### src/sv/subspace_projection_pkg.sv
`default_nettype none
package subproj_pkg;

    localparam int IDX_W   = 5;
    localparam int ROW_W   = 4;
    localparam int ELEM_W  = 16;
    localparam int COEF_W  = 24;
    localparam int PROD_W  = COEF_W + ELEM_W;
    localparam int ACC_W   = 48;
    localparam int FRAC_W  = 15;
    localparam int DIM_W   = 6;
    localparam int CNT_W   = 4;
    localparam int DRAIN_W = 2;
    localparam logic [DRAIN_W-1:0] DRAIN_LAST = 2'd2;

    localparam logic OP_BASIS   = 1'b0;
    localparam logic OP_VECTOR  = 1'b1;
    localparam logic KIND_COEF  = 1'b0;
    localparam logic KIND_PROJ  = 1'b1;
    localparam logic REG_DIM    = 1'b0;
    localparam logic REG_COUNT  = 1'b1;

    typedef enum logic [2:0] {
        ST_IDLE,
        ST_PASS1,
        ST_DRAIN1,
        ST_PASS2,
        ST_DRAIN2
    } state_t;

    // one multiply-accumulate step, travels down the datapath pipeline
    typedef struct packed {
        logic             valid;
        logic             kind;
        logic             first;
        logic             last;
        logic             final_out;
        logic [IDX_W-1:0] idx;
    } mac_cmd_t;

    // floor((x + 2^14) / 2^15), clamped to signed 24 bits
    function automatic logic signed [COEF_W-1:0] round_sat(input logic signed [ACC_W-1:0] x);
        logic signed [ACC_W:0]        y;
        logic [ACC_W-FRAC_W:0]        q;
        logic signed [COEF_W-1:0]     r;
        y = $signed({x[ACC_W-1], x}) + $signed((ACC_W+1)'(1 << (FRAC_W - 1)));
        q = y[ACC_W:FRAC_W];
        if ((&q[ACC_W-FRAC_W:COEF_W-1]) || !(|q[ACC_W-FRAC_W:COEF_W-1]))
        begin
            r = $signed(q[COEF_W-1:0]);
        end
        else if (q[ACC_W-FRAC_W])
        begin
            r = $signed({1'b1, {(COEF_W-1){1'b0}}});
        end
        else
        begin
            r = $signed({1'b0, {(COEF_W-1){1'b1}}});
        end
        return r;
    endfunction

endpackage
`default_nettype wire

### src/sv/subproj_ctrl.sv
`default_nettype none
module subproj_ctrl
    import subproj_pkg::*;
#(
    parameter int DIM       = 32,
    parameter int NUM_BASIS = 8,
    parameter int BA_W      = 8
)
(
    input  wire logic             clk,
    input  wire logic             rst_n,
    input  wire logic             run_start,
    input  wire logic [IDX_W-1:0] dlast,
    input  wire logic [ROW_W-1:0] rlast,
    output logic                  busy,
    output mac_cmd_t              cmd,
    output logic [BA_W-1:0]       baddr,
    output logic [IDX_W-1:0]      elem,
    output logic [ROW_W-1:0]      row
);

    state_t             state_reg, state_next;
    logic [IDX_W-1:0]   i_reg, i_next;
    logic [ROW_W-1:0]   r_reg, r_next;
    logic [DRAIN_W-1:0] drain_reg, drain_next;

    always_ff @(posedge clk or negedge rst_n)
    begin
        if (!rst_n)
        begin
            state_reg <= ST_IDLE;
            i_reg     <= '0;
            r_reg     <= '0;
            drain_reg <= '0;
        end
        else
        begin
            state_reg <= state_next;
            i_reg     <= i_next;
            r_reg     <= r_next;
            drain_reg <= drain_next;
        end
    end

    always_comb
    begin
        state_next    = state_reg;
        i_next        = i_reg;
        r_next        = r_reg;
        drain_next    = drain_reg;
        cmd           = '0;
        cmd.idx       = '0;
        unique case (state_reg)
            ST_IDLE:
            begin
                i_next = '0;
                r_next = '0;
                if (run_start)
                begin
                    state_next = ST_PASS1;
                end
            end
            ST_PASS1:
            begin
                // row outer, element inner: one coefficient per row
                cmd.valid = 1'b1;
                cmd.kind  = KIND_COEF;
                cmd.first = (i_reg == '0);
                cmd.last  = (i_reg == dlast);
                cmd.idx   = IDX_W'(r_reg);
                if (i_reg == dlast)
                begin
                    i_next = '0;
                    if (r_reg == rlast)
                    begin
                        r_next     = '0;
                        drain_next = '0;
                        state_next = ST_DRAIN1;
                    end
                    else
                    begin
                        r_next = r_reg + 1'b1;
                    end
                end
                else
                begin
                    i_next = i_reg + 1'b1;
                end
            end
            ST_DRAIN1:
            begin
                // last coefficient lands in the store before pass 2 reads it
                drain_next = drain_reg + 1'b1;
                if (drain_reg == DRAIN_LAST)
                begin
                    state_next = ST_PASS2;
                end
            end
            ST_PASS2:
            begin
                // element outer, row inner: one component per element
                cmd.valid     = 1'b1;
                cmd.kind      = KIND_PROJ;
                cmd.first     = (r_reg == '0);
                cmd.last      = (r_reg == rlast);
                cmd.final_out = (r_reg == rlast) && (i_reg == dlast);
                cmd.idx       = i_reg;
                if (r_reg == rlast)
                begin
                    r_next = '0;
                    if (i_reg == dlast)
                    begin
                        i_next     = '0;
                        drain_next = '0;
                        state_next = ST_DRAIN2;
                    end
                    else
                    begin
                        i_next = i_reg + 1'b1;
                    end
                end
                else
                begin
                    r_next = r_reg + 1'b1;
                end
            end
            ST_DRAIN2:
            begin
                drain_next = drain_reg + 1'b1;
                if (drain_reg == DRAIN_LAST)
                begin
                    state_next = ST_IDLE;
                end
            end
            default:
            begin
                state_next = ST_IDLE;
            end
        endcase
    end

    assign busy  = (state_reg != ST_IDLE);
    assign elem  = i_reg;
    assign row   = r_reg;
    assign baddr = BA_W'(int'(r_reg) * DIM + int'(i_reg));

    a_cmd_only_in_pass: assert property (@(posedge clk) disable iff (!rst_n)
        cmd.valid |-> (state_reg == ST_PASS1 || state_reg == ST_PASS2))
        else $error("step issued outside a pass");

    a_final_is_last: assert property (@(posedge clk) disable iff (!rst_n)
        cmd.final_out |-> (cmd.last && cmd.kind == KIND_PROJ))
        else $error("final mark without closing step");

    a_pass1_to_drain: assert property (@(posedge clk) disable iff (!rst_n)
        (state_reg == ST_PASS1 && cmd.last && r_reg == rlast) |=> (state_reg == ST_DRAIN1))
        else $error("pass 1 did not end in drain");

    a_idle_after_final: assert property (@(posedge clk) disable iff (!rst_n)
        cmd.final_out |-> ##3 (state_reg == ST_DRAIN2 && drain_reg == DRAIN_LAST))
        else $error("drain length wrong after final step");

endmodule
`default_nettype wire

### config.mk
export PLATFORM = sky130hd
export DESIGN_NAME = subproj_ctrl
export DESIGN_NICKNAME = d
export VERILOG_FILES = /design/src/sv/subspace_projection_pkg.sv /design/src/sv/subproj_ctrl.sv
export SDC_FILE = /design/constraint.sdc
export NUM_CORES = 1
export LEC_CHECK = 0
export ABC_AREA = 1
export BUFFER_PORTS_ARGS = -buffer_cell sky130_fd_sc_hd__buf_2
export CAP_MARGIN = 10
export CORE_MARGIN = 2
export CORE_UTILIZATION = 35
export DETAILED_ROUTE_END_ITERATION = 7
export HOLD_SLACK_MARGIN = 0.05
export PLACE_DENSITY_LB_ADDON = 0.2
export SLEW_MARGIN = 20
export SYNTH_ARGS = -nofsm -noshare
export SYNTH_HDL_FRONTEND = slang
export SYNTH_SLANG_ARGS = --single-unit
### constraint.sdc
create_clock -name clk -period 1.6 [get_ports clk]
set_input_delay 0.08 -clock clk [delete_from_list [all_inputs] [get_ports clk]]
set_output_delay 0.08 -clock clk [all_outputs]
set_load 0.1 [all_outputs]
# After elaboration in Yosys (flattened, before gate mapping)
# Cells that the tools add are included.
dict set report classes {
  n_addsub 4
  n_mul 0
  n_div 0
  n_lt_le_gt_ge 0
  n_eq_ne 14
  n_shift 0
  mux 22
  bitwise_logic 0
  n_reduce_logical 12
}
# op count
set op_table {}
lappend op_table {{two-way mux 3 bit} 7}
lappend op_table {{case mux 3 bit (5 select lines)} 1}
lappend op_table {{case mux 5 bit (3 select lines)} 1}
lappend op_table {{inequality test 2 bit (second input constant)} 7}
lappend op_table {{case mux 4 bit (3 select lines)} 1}
lappend op_table {{two-way mux 5 bit} 2}
lappend op_table {{case mux 5 bit (2 select lines)} 1}
lappend op_table {{nonzero test 3 bit} 3}
lappend op_table {{adder 8 x 5 -> 8 bit} 1}
lappend op_table {{two-way mux 2 bit} 4}
lappend op_table {{two-way mux 4 bit} 2}
lappend op_table {{case mux 4 bit (2 select lines)} 1}
lappend op_table {{AND reduction 7 bit} 1}
lappend op_table {{equality test 3 x 2 -> 1 bit (second input constant)} 2}
lappend op_table {{case mux 2 bit (3 select lines)} 1}
lappend op_table {{adder 5 x 1 -> 5 bit (second input constant)} 1}
lappend op_table {{equality test 5 bit} 1}
lappend op_table {{logical NOT 5 bit} 1}
lappend op_table {{AND reduction 5 bit} 1}
lappend op_table {{adder 4 x 1 -> 4 bit (second input constant)} 1}
lappend op_table {{equality test 4 bit} 1}
lappend op_table {{logical NOT 4 bit} 1}
lappend op_table {{AND reduction 2 bit} 2}
lappend op_table {{equality test 3 x 1 -> 1 bit (second input constant)} 1}
lappend op_table {{other kinds (7)} 7}
dict set report totals {
  ff_bits 14
  latch_bits 0
  ram_bits 0
  mem_bits_ro 0
  out_inout_bits 28
  n_memories 0
}

# Logic depth before layout (Yosys ltp)
# Gate-level depths: netlist (run 1).
dict set report depth {
  word_depth 4
  mapped_depth 10
}

# Least setup slack after synthesis (run 1)
# No wires, ideal clock.
dict set report synth_path {
  kind {reg-to-output}
  start {reg i_reg[0] (netlist: elem[0])}
  end {out cmd[7] (netlist bit)}
  t_arrival_ns 3.360
  t_required_ns 1.520
  path_slack_ns -1.840
  path_stages_with_launch 5
  n_path_buf 0
  cell_sequence {dfrtp_1 > inv_1 > ha_1 > nand4_1 > o21ai_0}
}
# item line_no
set synth_lines {}
lappend synth_lines {{from (decl)} subproj_ctrl.sv:23} ;# logic [IDX_W-1:0] i_reg, i_next;
lappend synth_lines {{from (signal assigned)} subproj_ctrl.sv:39} ;# i_reg <= i_next;
lappend synth_lines {{to (decl)} subproj_ctrl.sv:16} ;# output mac_cmd_t cmd,

==> results of run 1 <==
-- stage by stage --
step,hold slack [ns],setup TNS (ns),setup WS (ns),cell area (µm²)
floorplan,-0.216,-2.41,-0.183,1430
global placement,-0.000801,0,0.120,1770
detailed placement,-0.00162,0,0.107,1770
CTS,0.215,-0.684,-0.136,1990
global route,0.244,-1.44,-0.229,2040
finish,0.216,-0.708,-0.123,2040
-- critical path, delay by kind of cell, from the launching register on --
family / cells / cell delay (ns)
flops: 1 / 0.45
simple gates: 1 / 0.16
buf+inv: 3 / 0.55
compound gates: 1 / 0.21
-- logic make-up after synthesis --
logic type      Yosys count  synth area share
compound gates           13            0.0668
xor+xnor                  6            0.0419
fa+ha+maj                 5            0.0499
buf+inv                  40             0.151
flops                    14             0.279
simple gates             97             0.412
-- synth_stat cells, drive strengths merged --
library cell / number / area share
nand3: 13 / 0.066
nand4: 3 / 0.015
o211ai: 1 / 0.0060
nand3b: 2 / 0.012
dfrtp: 14 / 0.28
a21oi: 1 / 0.0070
o22ai: 4 / 0.020
nor3: 1 / 0.0040
nand2: 65 / 0.25
xor2: 4 / 0.028
xnor2: 2 / 0.014
clkinv: 2 / 0.0070
ha: 5 / 0.050
inv: 28 / 0.084
buf: 10 / 0.060
nor2: 13 / 0.069
o21ai: 7 / 0.034
-- worst paths after layout --
kind | cells after the start | end | slack [ns] | start
hold / removal | 2 | state_reg[2] | 0.22 | rst_n
min in group clk | 5 | state_reg[0] | 0.24 | run_start
setup reg to reg | 7 | row[2] | 0.11 | row[0]
max in group asynchronous | 2 | elem[1] | 1.11 | rst_n
hold reg to reg | 2 | drain_reg[0] | 0.48 | drain_reg[0]
setup / recovery | 5 | cmd[1] | -0.12 | state_reg[1]
-- routing by layer --
| metal | vias up | track usage | routed length, µm |
|---|---|---|---|
| met5 | - | 0 | 0 |
| met4 | 0 | 0.0380 | 17 |
| met3 | 2 | 0.0264 | 117 |
| met2 | 26 | 0.296 | 1560 |
| met1 | 570 | 0.218 | 1430 |
| li1 | 646 | - | - |
-- layout make-up --
type / count / area [µm²]
clock buffer: 4 / 36.3
fill: 300 / 1350
inverter: 30 / 139
multi-input combinational: 121 / 875
sequential: 14 / 384
tap: 46 / 57.6
timing repair buffer: 63 / 551
-- timing repair --
| action | CTS | global route |
|---|---|---|
| buffers inserted | 19 | 2 |
| hold endpoints to repair | 14 | 0 |
| resized for setup | 6 | 13 |
| pin swaps | 13 | 13 |
| endpoints found under the setup margin | 8 | 21 |
| hold buffers | 1 | 0 |
==> flow_metrics.tcl, run 1 <==
set metrics [dict create \
    crit_path_end_kind "output pin" \
    vias 1244 \
    critPathSlowestCell "dfrtp_1" \
    grt-ovfl-total 0 \
    cp_slowest_stage_delay_ns 0.45 \
    path_clk_slew_ns 0.09 \
    area_delta_synth_final_pct 62.7 \
    drtAntennaViolNets 0 \
    avgViaCountPerCell 4.47 \
    worst_slack_ns -0.123 \
    synth_seq_cells 14 \
    die_area_um2 4080 \
    globalplace.congestion 0.799 \
    final_common_cell "nand2_1" \
    io_pins 40 \
    violations "setup timing" \
    antenna_cells 0 \
    clk_latency_ns 0.28 \
    fin_skew_ns 0.00200 \
    ctsRootBufferMaster "clkbuf_4" \
    seq_area_frac_synth 0.279 \
    layout_common_cells "nand2_1, buf_2, buf_4, inv_1, nand2_2" \
    crit_chain "inv_2 -> nor2_4 -> clkinvlp_4 -> o22ai_4 -> buf_12" \
    cts_tree "yes" \
    cts_sinks 14 \
    die_y_um 63.9 \
    clk_path_buf_depth 2 \
    cts-buffers-inserted 3 \
    arrival_ns 1.64 \
    wl_per_cell_um 11.2 \
    htreeDepth 1 \
    setup.worst_path.start_class "flip-flop" \
    finalSetupViolCount 8 \
    start_util 0.370 \
    nets 250 \
    drive_gt1_frac 0.578 \
    finalHoldViolations 0 \
    relSlewSlack 0.678 \
    worstPathMaxFanout 5 \
    synthesis.area_um2 1250 \
    fin_cells 278 \
    final_util 0.602 \
    ys_types 27 \
    drc 0 \
    coreArea_um2 3390 \
    antenna_found_initial 0 \
    die_x_um 63.9 \
    syn_inst 175 \
    drt_iter0_drc 29 \
    hold_class "in -> async" \
    grt_pass1_vias 1281 \
    period_minus_slack_ns 1.72 \
    grt_pass1_wl_um 5620 \
    dp_hpwl_um 2350 \
    critPathKind "reg -> out" \
    period_share 1.08 \
    grt_setup_unrepaired "yes" \
    rows 21 \
    worst_pin_slew_ns 0.486 \
    max_freq_ghz 0.580 \
    wl_um 3130 \
    syn_area_per_cell_um2 7.17 \
    dp.cells 253 \
    place.port_buffers 39 \
    status "complete, but fails checks" \
    firstDrtPassIters 4 \
    max_cap_viol_count 0 \
    grtUsageTotal 0.169 \
    syn_nets 192 \
    yosysWarnings 0 \
    grt_max_degree 15 \
    slew_violations 0 \
    critPathRequiredTime_ns 1.52 \
    largest_register_ffs 5 \
]
Power of run 1 is not shown: default switching activity piles up to over one toggle a cycle in this logic, so the estimate is an artifact.
==> inputs of run 2 (changes only) <==
Settings changed: CORE_ASPECT_RATIO set to 0.8, CTS_BUF_LIST set to sky130_fd_sc_hd__clkbuf_8.
==> run 2 against run 1 <==
Effect of this change: the run still ends with setup timing left; first-iteration DRC count up 14%; non-clock buffer count down 1; sequential share of layout area down 0.27 points; routed wire length up 9.4%; cell area up 1.8%; hold slack better by 0.045 ns; die area about the same; count of clock-buffer cells in the layout unchanged; via count up 3.9%; critical path type unchanged.
==> flow_metrics.tcl, run 2 (synthesized netlist as in run 1, its figures left out) <==
set metrics [dict create \
    violations "setup timing" \
    die_y_um 57.6 \
    firstDrtPassIters 4 \
    antenna_found_initial 0 \
    period_minus_slack_ns 1.68 \
    crit_path_end_kind "output pin" \
    relSlewSlack 0.672 \
    reg2reg_depth 11 \
    arrival_ns 1.60 \
    setup.worst_path.start_class "flip-flop" \
    drt_iter0_drc 33 \
    grt-ovfl-total 0 \
    crit_chain "inv_2 -> nor2_4 -> inv_2 -> nor2_4 -> clkinvlp_4 -> o22ai_4 -> buf_12" \
    crit_buf_inv 4 \
    wl_per_cell_um 12.5 \
    drc 0 \
    cp_slowest_stage_delay_ns 0.33 \
    largest_register_ffs 5 \
    critPathRequiredTime_ns 1.52 \
    finalSetupViolCount 8 \
    status "complete, but fails checks" \
    clk_latency_ns 0.25 \
    crit_family "buffers and inverters" \
    grt_pass1_wl_um 5490 \
    cts-buffers-inserted 3 \
    finalHoldViolations 0 \
    start_util 0.367 \
    r2r-end "elem[0]" \
    layout_common_cells "nand2_1, buf_2, buf_4, nand2_2, inv_1" \
    final_util 0.607 \
    critPathSlowestCell "dfrtp_1" \
    die_area_um2 4080 \
    cts_sinks 14 \
    critPathKind "reg -> out" \
    grt_pass1_vias 1205 \
    clk_path_buf_depth 2 \
    place_worst_setup_slack_ns 0.111 \
    htreeDepth 1 \
    grtUsageTotal 0.169 \
    avgViaCountPerCell 4.74 \
    nets 249 \
    period_share 1.05 \
    area_delta_synth_final_pct 65.6 \
    slew_violations 0 \
    grt_max_degree 15 \
    worstPathMaxFanout 5 \
    place.port_buffers 39 \
    wl_um 3420 \
    worst_pin_slew_ns 0.496 \
    fin_skew_ns 0.00368 \
    max_cap_viol_count 0 \
    cts_tree "yes" \
    final_common_cell "nand2_1" \
    globalplace.congestion 0.828 \
    antenna_cells 0 \
    vias 1293 \
    die_x_um 70.9 \
    drtAntennaViolNets 0 \
    coreArea_um2 3420 \
    drive_gt1_frac 0.606 \
    hold_class "in -> async" \
    reg2reg_slack_ns 0.02 \
    path_clk_slew_ns 0.06 \
    io_pins 40 \
    rows 19 \
    ctsRootBufferMaster "clkbuf_8" \
    worst_slack_ns -0.0819 \
    grt_setup_unrepaired "yes" \
    r2r_start "state_reg[2]" \
    dp_hpwl_um 2300 \
    max_freq_ghz 0.595 \
]
## run 2: cell count changes in the layout (fill, tap and decap cells not counted), moves of 3 or more
cell,delta
clkbuf_4,-3
nand2_1,-6
clkbuf_8,+3
nand2_2,+6
## run 2: per-stage QoR
stage / hold WS [ns] / setup TNS [ns] / cell area [µm²] / instances
floorplan: -0.216 / -2.41 / 1430 / 175
global placement: 0.000458 / 0 / 1770 / 249
detailed placement: 0.00460 / 0 / 1770 / 249
CTS: 0.261 / -0.376 / 1970 / 269
global route: 0.298 / -1.61 / 2080 / 273
finish: 0.261 / -0.384 / 2080 / 273
## run 2: layout make-up
class	instances	area, µm²
Inverter	30	141
Clock buffer	4	55.1
Sequential cell	14	385
Tap cell	42	52.6
Timing Repair Buffer	62	543
Multi-Input combinational cell	121	901
Fill cell	312	1350
## run 2: routing by layer
layer,part of all wire,vias up,GRT usage
li1,-,650,-
met1,0.47,602,0.239
met2,0.46,33,0.271
met3,0.039,8,0.0194
met4,0.025,0,0.0566
met5,0,-,0
## run 2: worst max path at each step
stage / startpoint / endpoint / depth (start not counted)
floorplan: elem[0] / cmd[6] / 6
global placement: elem[4] / cmd[6] / 4
detailed placement: state_reg[2] / row[2] / 9
CTS: state_reg[2] / cmd[1] / 6
global route: state_reg[2] / cmd[0] / 6
finish: state_reg[0] / cmd[2] / 7
## run 2: repair_timing
action	in CTS	in global routing
endpoints found under the hold margin	14	0
pin swaps	12	16
setup buffers	15	4
resized for setup	5	24
setup endpoints to repair	8	14
hold buffers	1	0
Power of run 2 is left out for the same reason.
==> inputs of run 3 (changes only) <==
Settings changed: SETUP_SLACK_MARGIN set to 0.02.
==> run 3 against run 2 <==
Effect of this change: the run still ends with setup timing left; worst setup slack got worse by 0.023 ns; cell area decreased by 1.2%; fmax decreased by 1.4%; count of clock-buffer cells in the layout unchanged; via count decreased by 1.1%; critical path depth decreased by 1; register-to-register slack improved by 0.07 ns; clock skew decreased by 0.00060 ns; global-route usage increased by 0.48 points; critical path type unchanged; largest cell class unchanged; routed wire length decreased by 2.8%.
==> flow_metrics.tcl, run 3 (synthesized netlist as in run 1, its figures left out) <==
set metrics [dict create \
    arrival_ns 1.62 \
    path_clk_slew_ns 0.06 \
    period_minus_slack_ns 1.70 \
    io_pins 40 \
    dp_hpwl_um 2300 \
    worst_pin_slew_ns 0.497 \
    setup_tns_ns -0.539 \
    status "complete, but fails checks" \
    cts_sinks 14 \
    antenna_found_initial 0 \
    ctsRootBufferMaster "clkbuf_8" \
    cts_tree "yes" \
    nets 249 \
    htreeDepth 1 \
    worst_slack_ns -0.105 \
    cts-buffers-inserted 3 \
    grtUsageTotal 0.174 \
    start_util 0.367 \
    period_share 1.07 \
    grt_max_degree 15 \
    drtAntennaViolNets 0 \
    drc 0 \
    die_y_um 57.6 \
    violations "setup timing" \
    critPathSlowestCell "dfrtp_1" \
    globalplace.congestion 0.828 \
    antenna_cells 0 \
    grt_pass1_vias 1230 \
    die_x_um 70.9 \
    r2r_start "state_reg[2]" \
    hold_slack_ns 0.259 \
    hold_class "in -> async" \
    max_freq_ghz 0.587 \
    r2r-end "elem[0]" \
    final_common_cell "nand2_1" \
    avgViaCountPerCell 4.68 \
    reg2reg_slack_ns 0.09 \
    firstDrtPassIters 4 \
    max_cap_viol_count 0 \
    wl_per_cell_um 12.2 \
    drive_gt1_frac 0.589 \
    grt_setup_unrepaired "yes" \
    setup.worst_path.start_class "flip-flop" \
    critPathRequiredTime_ns 1.52 \
    crit_family "buffers and inverters" \
    clk_path_buf_depth 2 \
    multi_input_area_um2 888 \
    crit_chain "nor2_4 -> inv_2 -> nor2_4 -> clkinvlp_4 -> o22ai_4 -> buf_12" \
    layout_common_cells "nand2_1, buf_2, buf_4, inv_1, nand2_2" \
    coreArea_um2 3420 \
    cp_slowest_stage_delay_ns 0.41 \
    crit_path_end_kind "output pin" \
    finalHoldViolations 0 \
    fin_skew_ns 0.00308 \
    final-seq-area_um2 384 \
    rows 19 \
    cpMostUsedCell "nor2_4" \
    die_area_um2 4080 \
    finalSetupViolCount 8 \
    area_delta_synth_final_pct 63.6 \
    relSlewSlack 0.671 \
    grt-ovfl-total 0 \
    crit_buf_inv 3 \
    clk_latency_ns 0.25 \
    grt_pass1_wl_um 5640 \
    worstPathMaxFanout 5 \
    critPathKind "reg -> out" \
    vias 1279 \
    slew_violations 0 \
    wl_um 3330 \
    drt_iter0_drc 56 \
    reg2reg_depth 10 \
    place.port_buffers 39 \
    largest_register_ffs 5 \
    nFillCells 302 \
]
run 3: worst max path at each step:
stage,from,endpoint,slack [ns],cells after the start
2_1_floorplan,elem[0],cmd[6],-0.18,6
3_3_place_gp,elem[4],cmd[6],0.11,4
3_5_place_dp,state_reg[2],row[2],0.11,9
4_1_cts,state_reg[2],cmd[1],-0.1,6
5_1_grt,state_reg[2],cmd[0],-0.17,6
6_report,state_reg[2],cmd[0],-0.10,6
run 3: area by class of cell:
| class | instances | share of cell area |
|---|---|---|
| flip-flops and latches | 14 | 0.187 |
| well taps | 42 | 0.0256 |
| multi-input cells | 121 | 0.433 |
| repair buffers | 62 | 0.260 |
| clock buffers | 4 | 0.0268 |
| inverters | 30 | 0.0676 |
run 3: metal layers:
layer | track usage | wire (µm) | vias up
met5 | 0 | 0 | -
met4 | 0.0701 | 85 | 0
met3 | 0.0230 | 189 | 10
met2 | 0.271 | 1500 | 45
met1 | 0.245 | 1550 | 575
li1 | - | - | 649
run 3: timing repair:
| action | CTS | global route |
|---|---|---|
| resized for setup | 8 | 13 |
| setup endpoints to repair | 8 | 15 |
| hold endpoints to repair | 14 | 0 |
| setup buffers | 17 | 2 |
| hold buffers | 1 | 0 |
| pin swaps | 13 | 13 |
run 3: per-stage QoR:
stage	utilization	std cells	setup WS, ns	area, µm²
after CTS	0.581	271	-0.0986	1990
after global placement	0.517	249	0.111	1770
after detailed placement	0.517	249	0.111	1770
final	0.600	273	-0.105	2050
after floorplan	-	175	-0.183	1430
after global routing	0.600	273	-0.173	2050
Power of run 3 is left out for the same reason.
